<file path="config.mk">
export PLATFORM = sky130hd
export DESIGN_NAME = dle_byte_stuff_destuff
export DESIGN_NICKNAME = d
export VERILOG_FILES = /design/src/design/dbs_pkg.sv /design/src/design/dbs_front.sv /design/src/design/dbs_fifo.sv /design/src/design/dbs_back.sv /design/src/design/dle_byte_stuff_destuff.sv
export SDC_FILE = /design/constraint.sdc
export NUM_CORES = 1
export LEC_CHECK = 0
export BUFFER_PORTS_ARGS = -buffer_cell sky130_fd_sc_hd__buf_2
export CORE_UTILIZATION = 65
export DETAILED_ROUTE_END_ITERATION = 10
export PLACE_DENSITY = 0.83
export SKIP_CTS_REPAIR_TIMING = 1
export SLEW_MARGIN = 30
export SYNTH_ARGS = -nofsm -noshare
export SYNTH_HDL_FRONTEND = slang
export SYNTH_HIERARCHICAL = 1
export SYNTH_SLANG_ARGS = --single-unit
</file>
<file path="constraint.sdc">
create_clock -name i_clk -period 9.69 [get_ports i_clk]
set_input_delay 0.4845 -clock i_clk [delete_from_list [all_inputs] [get_ports i_clk]]
set_output_delay 0.4845 -clock i_clk [all_outputs]
set_load 0.05 [all_outputs]
</file>
<file path="src/design/dbs_pkg.sv">
`timescale 1ns / 1ps
// Shared types and constants for the DLE byte stuffer / destuffer.
// No dependencies; used by every module of the block.
package dbs_pkg;

    localparam logic [7:0] DLE_CODE = 8'd16;
    localparam logic [7:0] STX_CODE = 8'd2;
    localparam logic [7:0] ETX_CODE = 8'd3;

    localparam logic MODE_STUFF   = 1'b0;
    localparam logic MODE_DESTUFF = 1'b1;

    // Positions in a job's step mask, in output order
    localparam int STEP_W       = 6;
    localparam int STEP_HDR_DLE = 0;
    localparam int STEP_HDR_STX = 1;
    localparam int STEP_DBL_DLE = 2;
    localparam int STEP_DATA    = 3;
    localparam int STEP_TRL_DLE = 4;
    localparam int STEP_TRL_ETX = 5;

    // Flags carried by the data step of a job
    typedef struct packed {
        logic bad_escape;
        logic frame_end;
        logic frame_start;
        logic byte_valid;
    } t_flags;

    // One classified input item: which results it expands to
    typedef struct packed {
        logic [STEP_W-1:0] steps;
        logic [7:0]        data_byte;
        t_flags            flags;
    } t_job;

endpackage

</file>
<file path="src/design/dbs_front.sv">
`timescale 1ns / 1ps
// Front end: accepts input transactions, tracks framing state, classifies
// each item into a job for the back end. Depends on dbs_pkg.
module dbs_front (
    input  logic          i_clk,
    input  logic          i_rst_n,
    input  logic          i_cfg_we,
    input  logic          i_cfg_wdata,
    input  logic          i_accept,
    input  logic [7:0]    i_data_byte,
    input  logic          i_has_byte,
    input  logic          i_end_frame,
    output logic          o_push,
    output dbs_pkg::t_job o_job
);

    logic r_mode;
    logic r_in_frame;
    logic r_esc;
    logic n_in_frame;
    logic n_esc;
    dbs_pkg::t_job job;

    always_comb begin
        n_in_frame = r_in_frame;
        n_esc      = r_esc;
        job        = '0;
        if (r_mode == dbs_pkg::MODE_STUFF) begin
            if (i_has_byte || i_end_frame) begin
                job.steps[dbs_pkg::STEP_HDR_DLE] = !r_in_frame;
                job.steps[dbs_pkg::STEP_HDR_STX] = !r_in_frame;
                job.steps[dbs_pkg::STEP_DBL_DLE] = i_has_byte &&
                                                   (i_data_byte == dbs_pkg::DLE_CODE);
                job.steps[dbs_pkg::STEP_DATA]    = i_has_byte;
                job.steps[dbs_pkg::STEP_TRL_DLE] = i_end_frame;
                job.steps[dbs_pkg::STEP_TRL_ETX] = i_end_frame;
                job.data_byte        = i_data_byte;
                job.flags.byte_valid = 1'b1;
                n_in_frame           = !i_end_frame;
            end
        end else if (i_has_byte) begin
            if (!r_esc) begin
                if (i_data_byte == dbs_pkg::DLE_CODE) begin
                    n_esc = 1'b1;
                end else if (r_in_frame) begin
                    job.steps[dbs_pkg::STEP_DATA] = 1'b1;
                    job.data_byte                 = i_data_byte;
                    job.flags.byte_valid          = 1'b1;
                end
            end else begin
                n_esc = 1'b0;
                if (i_data_byte == dbs_pkg::STX_CODE) begin
                    n_in_frame                    = 1'b1;
                    job.steps[dbs_pkg::STEP_DATA] = 1'b1;
                    job.flags.frame_start         = 1'b1;
                end else if (r_in_frame) begin
                    job.steps[dbs_pkg::STEP_DATA] = 1'b1;
                    if (i_data_byte == dbs_pkg::ETX_CODE) begin
                        n_in_frame          = 1'b0;
                        job.flags.frame_end = 1'b1;
                    end else if (i_data_byte == dbs_pkg::DLE_CODE) begin
                        job.data_byte        = dbs_pkg::DLE_CODE;
                        job.flags.byte_valid = 1'b1;
                    end else begin
                        job.flags.bad_escape = 1'b1;
                    end
                end
            end
        end
    end

    always_ff @(posedge i_clk) begin
        if (!i_rst_n) begin
            r_mode     <= dbs_pkg::MODE_STUFF;
            r_in_frame <= 1'b0;
            r_esc      <= 1'b0;
        end else if (i_cfg_we) begin
            r_mode     <= i_cfg_wdata;
            r_in_frame <= 1'b0;
            r_esc      <= 1'b0;
        end else if (i_accept) begin
            r_in_frame <= n_in_frame;
            r_esc      <= n_esc;
        end
    end

    assign o_push = i_accept && (job.steps != '0);
    assign o_job  = job;

endmodule

</file>
<file path="src/design/dbs_fifo.sv">
`timescale 1ns / 1ps
// Small job queue between front and back end, fall-through head read.
// Depends on dbs_pkg.
module dbs_fifo #(
    parameter int DEPTH = 4
) (
    input  logic          i_clk,
    input  logic          i_rst_n,
    input  logic          i_push,
    input  dbs_pkg::t_job i_job,
    output logic          o_not_full,
    input  logic          i_pop,
    output logic          o_valid,
    output dbs_pkg::t_job o_job
);

    localparam int PW = (DEPTH > 1) ? $clog2(DEPTH) : 1;
    localparam int CW = $clog2(DEPTH + 1);

    dbs_pkg::t_job r_mem [DEPTH];
    logic [PW-1:0] r_wr;
    logic [PW-1:0] r_rd;
    logic [CW-1:0] r_cnt;

    always_ff @(posedge i_clk) begin
        if (i_push) begin
            r_mem[r_wr] <= i_job;
        end
    end

    always_ff @(posedge i_clk) begin
        if (!i_rst_n) begin
            r_wr  <= '0;
            r_rd  <= '0;
            r_cnt <= '0;
        end else begin
            if (i_push) begin
                r_wr <= (r_wr == PW'(DEPTH - 1)) ? '0 : r_wr + 1'b1;
            end
            if (i_pop) begin
                r_rd <= (r_rd == PW'(DEPTH - 1)) ? '0 : r_rd + 1'b1;
            end
            if (i_push && !i_pop) begin
                r_cnt <= r_cnt + 1'b1;
            end else if (i_pop && !i_push) begin
                r_cnt <= r_cnt - 1'b1;
            end
        end
    end

    assign o_not_full = (r_cnt != CW'(DEPTH));
    assign o_valid    = (r_cnt != '0);
    assign o_job      = r_mem[r_rd];

endmodule

</file>
<file path="src/design/dbs_back.sv">
`timescale 1ns / 1ps
// Back end: expands queued jobs into result transactions, one per cycle
// unless stalled, through a registered output stage. Depends on dbs_pkg.
module dbs_back (
    input  logic          i_clk,
    input  logic          i_rst_n,
    input  logic          i_job_valid,
    input  dbs_pkg::t_job i_job,
    output logic          o_pop,
    output logic          o_valid,
    input  logic          i_ready,
    output logic [7:0]    o_byte,
    output dbs_pkg::t_flags o_flags,
    output logic          o_last
);

    logic                       r_busy;
    logic [dbs_pkg::STEP_W-1:0] r_steps;
    logic [7:0]                 r_byte;
    dbs_pkg::t_flags            r_flags;

    logic                       r_out_valid;
    logic [7:0]                 r_out_byte;
    dbs_pkg::t_flags            r_out_flags;
    logic                       r_out_last;

    logic                       out_load;
    logic                       emit;
    logic [dbs_pkg::STEP_W-1:0] rest;
    logic                       work_free;
    logic [7:0]                 step_byte;
    dbs_pkg::t_flags            step_flags;

    assign out_load  = !r_out_valid || i_ready;
    assign emit      = r_busy && out_load;
    assign rest      = r_steps & (r_steps - 1'b1);
    assign work_free = !r_busy || (emit && (rest == '0));
    assign o_pop     = i_job_valid && work_free;

    // Lowest pending step picks the byte
    always_comb begin
        step_flags = '0;
        step_flags.byte_valid = 1'b1;
        if (r_steps[dbs_pkg::STEP_HDR_DLE]) begin
            step_byte = dbs_pkg::DLE_CODE;
        end else if (r_steps[dbs_pkg::STEP_HDR_STX]) begin
            step_byte = dbs_pkg::STX_CODE;
        end else if (r_steps[dbs_pkg::STEP_DBL_DLE]) begin
            step_byte = dbs_pkg::DLE_CODE;
        end else if (r_steps[dbs_pkg::STEP_DATA]) begin
            step_byte  = r_byte;
            step_flags = r_flags;
        end else if (r_steps[dbs_pkg::STEP_TRL_DLE]) begin
            step_byte = dbs_pkg::DLE_CODE;
        end else begin
            step_byte = dbs_pkg::ETX_CODE;
        end
    end

    always_ff @(posedge i_clk) begin
        if (!i_rst_n) begin
            r_busy <= 1'b0;
        end else if (o_pop) begin
            r_busy <= 1'b1;
        end else if (emit) begin
            r_busy <= (rest != '0);
        end
    end

    always_ff @(posedge i_clk) begin
        if (o_pop) begin
            r_steps <= i_job.steps;
            r_byte  <= i_job.data_byte;
            r_flags <= i_job.flags;
        end else if (emit) begin
            r_steps <= rest;
        end
    end

    always_ff @(posedge i_clk) begin
        if (!i_rst_n) begin
            r_out_valid <= 1'b0;
        end else if (out_load) begin
            r_out_valid <= emit;
        end
    end

    always_ff @(posedge i_clk) begin
        if (emit) begin
            r_out_byte  <= step_byte;
            r_out_flags <= step_flags;
            r_out_last  <= (rest == '0);
        end
    end

    assign o_valid = r_out_valid;
    assign o_byte  = r_out_byte;
    assign o_flags = r_out_flags;
    assign o_last  = r_out_last;

endmodule

</file>
<file path="src/design/dle_byte_stuff_destuff.sv">
`timescale 1ns / 1ps
// DLE STX / DLE ETX byte stuffer and destuffer (DLE=16, STX=2, ETX=3).
// Top level; instantiates dbs_front, dbs_fifo and dbs_back, uses dbs_pkg.
//
// The mode register picks the direction: 0 stuffs raw bytes into frames,
// 1 hunts a stuffed stream for DLE STX and recovers the frame payload,
// flagging frame start, frame end and bad escapes. Writing the mode also
// clears the framing state; write it only while the block is idle. The
// front end accepts one input transaction per cycle as long as the job
// queue (FIFO_DEPTH entries) has room; the back end sends one result
// transaction per cycle while the output is ready, so the output side
// sets sustained rate. An item yields 0 to 6 results (a mid-frame byte
// gives 1, or 2 for a doubled DLE); items with no result skip the queue.
// A result passes the job queue, the back end's work register and the
// output register. tlast on the output marks the last result of an item.
module dle_byte_stuff_destuff #(
    parameter int FIFO_DEPTH = 4
) (
    input  logic       i_clk,
    input  logic       i_rst_n,
    // Configuration: mode register
    input  logic       i_cfg_we,
    input  logic       i_cfg_wdata,
    // Input stream
    input  logic       s_axis_tvalid,
    output logic       s_axis_tready,
    input  logic [7:0] s_axis_tdata,   // [7:0] data_byte
    input  logic [0:0] s_axis_tuser,   // [0] has_byte
    input  logic       s_axis_tlast,   // end_frame
    // Output stream
    output logic       m_axis_tvalid,
    input  logic       m_axis_tready,
    output logic [7:0] m_axis_tdata,   // [7:0] out_byte
    output logic [3:0] m_axis_tuser,   // [0] byte_valid, [1] frame_start,
                                       // [2] frame_end, [3] bad_escape
    output logic       m_axis_tlast    // last_of_run
);

    logic            in_accept;
    logic            push;
    dbs_pkg::t_job   push_job;
    logic            not_full;
    logic            pop;
    logic            head_valid;
    dbs_pkg::t_job   head_job;
    dbs_pkg::t_flags out_flags;

    // Input transaction completes whenever the queue can take a job
    assign s_axis_tready = not_full;
    assign in_accept     = s_axis_tvalid && s_axis_tready;

    dbs_front u_front (
        .i_clk       (i_clk),
        .i_rst_n     (i_rst_n),
        .i_cfg_we    (i_cfg_we),
        .i_cfg_wdata (i_cfg_wdata),
        .i_accept    (in_accept),
        .i_data_byte (s_axis_tdata),
        .i_has_byte  (s_axis_tuser[0]),
        .i_end_frame (s_axis_tlast),
        .o_push      (push),
        .o_job       (push_job)
    );

    dbs_fifo #(
        .DEPTH (FIFO_DEPTH)
    ) u_fifo (
        .i_clk      (i_clk),
        .i_rst_n    (i_rst_n),
        .i_push     (push),
        .i_job      (push_job),
        .o_not_full (not_full),
        .i_pop      (pop),
        .o_valid    (head_valid),
        .o_job      (head_job)
    );

    dbs_back u_back (
        .i_clk       (i_clk),
        .i_rst_n     (i_rst_n),
        .i_job_valid (head_valid),
        .i_job       (head_job),
        .o_pop       (pop),
        .o_valid     (m_axis_tvalid),
        .i_ready     (m_axis_tready),
        .o_byte      (m_axis_tdata),
        .o_flags     (out_flags),
        .o_last      (m_axis_tlast)
    );

    assign m_axis_tuser = {out_flags.bad_escape, out_flags.frame_end,
                           out_flags.frame_start, out_flags.byte_valid};

endmodule

</file>
==> results.toml <==
[sta]
fin_setup_tns_ns = 0
grt_setup_unrepaired = "false"
fin_crit_ns = 3.11
slew_viol_final = 0
slew_headroom_pct = 37.1
hold_viol_final = 0
finalSetupViolations = 0
worstMarginPinSlew_ns = 0.943
max_freq_mhz = 321
post-route-period-util_pct = 32.1
skew_ns = 0.00915

[setup_path]
start_kind = "primary input"
reg2reg_depth = 12
crit_chain = "buf_2 > or4b_2 > o21ai_0 > nand3_1 > a21boi_1 > ha_1 > inv_1 > fa_1 > xor2_1 > or3_1 > a21boi_0"
critPathKind = "in2reg"
end_kind = "flip-flop"
cp.required_ns = 10.11
r2r-start = "u_back/r_steps[3]"
worstPathArrival_ns = 3.53
regToRegSetupSlack_ns = 6.64
max_stage_delay_ns = 0.70
r2r-end = "u_fifo/r_cnt[2]"
critPathSlowestCell = "or4b_2"
cp_max_fo = 7

[detailed_routing]
num_vias = 2779
drtIter0Drc = 177
drcViolationCount = 0
drt-pass1-iter-count = 7
vias_per_cell = 6.11
ant_nets = 0
wirelength_um = 9300
routedWlPerCell_um = 20.4

[global_routing]
grt_overflow = 0
grt_first_pass_wirelength_um = 14000
grt_start_max_net_pins = 19
grt_use_total_pct = 26.3
grt_pass1_vias = 2637
antenna_found_initial = 0

[power]
peakVddDrop_uv = 184
power_leakage_nw = 1.98
power.density_mw_per_mm2 = 313

[final_layout]
final_layout_size_suffix_gt1_share_pct = 24.7
antenna_cells = 0
fin_area_mm2 = 0.00568
n_fill_cell = 443
multi_input_area_mm2 = 0.00142
final_cell_mix = "edfxtp_1 (103), buf_2 (30), clkbuf_16 (16), nand2_1 (16), and2_1 (15)"
final_common_cell = "edfxtp_1"
area_delta_synth_final_pct = 15.0
nets = 366
final_cells = 455
ff_latch_area_mm2 = 0.00337

[floorplan]
dieWidth_um = 89.1
start_util_pct = 67.7
coreArea_mm2 = 0.00729
die-area_mm2 = 0.00794
ios = 31
die_h_um = 89.1
row_count = 31

[cts]
cts_max_path_buffers = 2
h-tree-depth = 4
cts_tree = "yes"
cts_sinks = 117
numCtsBuffers = 17
worstSkewPairLatency_ns = 0.52
root_buffer = "clkbuf_8"
path_clk_slew_ns = 0.06

[placed_design]
place_area_mm2 = 0.00511
gp_congestion = 0.780
dp_hpwl_um = 5310
io_buffers = 30
dp_cells = 423

[run_status]
status = "completed"

[synthesis]
ys_ff_latch = 117
synth.distinct_cells = 56
yosysWarnings = 6
synthFlopType = "edfxtp_1"
async_reset_ff_share_pct = 0
synth_edf_count = 103
syn-cell-area_mm2 = 0.00493
syn_area_per_cell_um2 = 16.1
synthCells = 307
syn-num-nets = 330
ys_seq_area_share_pct = 68.4

[hold_path]
hold_path_startpoint = "i_cfg_wdata"
worstHoldEndpoint = "u_front/r_mode"
min_path_type = "in2reg"
min_path_cells = 3

[flow_run]
drv_cap = 0
[cells by family after synthesis]
kind of cell / after synthesis / synth area share (%)
buffers and inverters: 24 / 2.89
and+or+nand+nor: 86 / 9.79
adders and majority gates: 8 / 2.16
DFF: 117 / 68.4
xor gates and xnor gates: 4 / 0.710
AOI/OAI and AO/OA: 45 / 6.26
muxes: 23 / 9.84
[Yosys cell counts, types with 4 or more instances]
cell,number,area share (%)
nor2_1,13,0.99
o21ai_0,8,0.81
mux2i_1,5,1.0
ha_1,6,1.5
inv_1,10,0.76
nor3_1,4,0.41
o21ai_1,4,0.41
edfxtp_1,103,63
mux4_2,10,4.6
buf_2,5,0.51
or3_1,5,0.63
nand2_1,16,1.2
and2_1,17,2.2
nor2b_1,11,1.4
a21oi_1,7,0.71
dfxtp_1,14,5.7
mux4_1,8,4.3
[power breakdown]
part           switching (mW)  total, mW  internal [mW]  leakage [nW]
Combinational           0.260      0.425          0.165         0.618
Clock                   0.239      0.585          0.346         0.270
Sequential             0.0856      0.769          0.683          1.09
Total                   0.584       1.78           1.19          1.98
[cell type report]
cell class	count	area share (%)
flip-flops and latches	117	59.5
multi-input cells	166	25.1
clock buffers	17	7.30
repair buffers	31	2.78
clock inverters	15	2.54
well taps	99	2.18
inverters	10	0.661
[sequential cells by signal (all words and copies together) (netlist names), named ones only]
signal,count
u_back/r_steps,6
u_front/r_esc,1
u_back/r_byte,8
u_back/o_valid,1
u_back/o_byte,8
u_back/o_flags,4
u_back/r_busy,1
u_fifo/r_cnt,3
u_back/r_flags,4
u_front/r_mode,1
u_back/o_last,1
u_fifo/r_rd,2
u_fifo/r_wr,2
u_front/r_in_frame,1
u_fifo/r_mem,72
[worst max path at each step]
stage	startpoint	endpoint	slack [ns]	depth (start not counted)
2_1_floorplan	s_axis_tdata[2]	u_fifo/r_cnt[2]	6.56	10
3_3_place_gp	s_axis_tdata[2]	u_fifo/r_cnt[2]	6.25	11
3_5_place_dp	s_axis_tdata[2]	u_fifo/r_cnt[2]	6.06	11
4_1_cts	s_axis_tdata[2]	u_fifo/r_cnt[2]	6.57	11
5_1_grt	s_axis_tdata[2]	u_fifo/r_cnt[2]	6.31	11
6_report	s_axis_tdata[2]	u_fifo/r_cnt[2]	6.58	11
[critical path, delay by kind of cell]
kind | cells | cell delay (ns)
fa+ha+maj | 2 | 0.67
compound gates | 3 | 0.92
buf+inv | 2 | 0.19
simple gates | 3 | 1.11
xor+xnor | 1 | 0.17
[stage by stage]
| stage | hold WS (ns) | setup WS (ns) | power, mW | utilization, % |
|---|---|---|---|---|
| after floorplan | 0.472 | 6.56 | 1.10 | - |
| after global placement | 0.492 | 6.25 | 1.17 | 70.1 |
| after detailed placement | 0.497 | 6.06 | 1.18 | 70.1 |
| after CTS | 0.236 | 6.57 | 1.78 | 77.8 |
| after global routing | 0.239 | 6.31 | 1.85 | 77.8 |
| final | 0.251 | 6.58 | 1.78 | 77.8 |
[routing by layer]
layer | part of all wire [%] | routed length, um | GRT usage (%) | up-vias
met5 | 0 | 0 | 0 | -
met1 | 41 | 3770 | 34.4 | 1341
li1 | - | - | - | 1264
met2 | 49 | 4560 | 38.9 | 156
met3 | 8.5 | 792 | 9.88 | 18
met4 | 1.9 | 174 | 13.3 | 0
(Power assumes the default switching activity.)
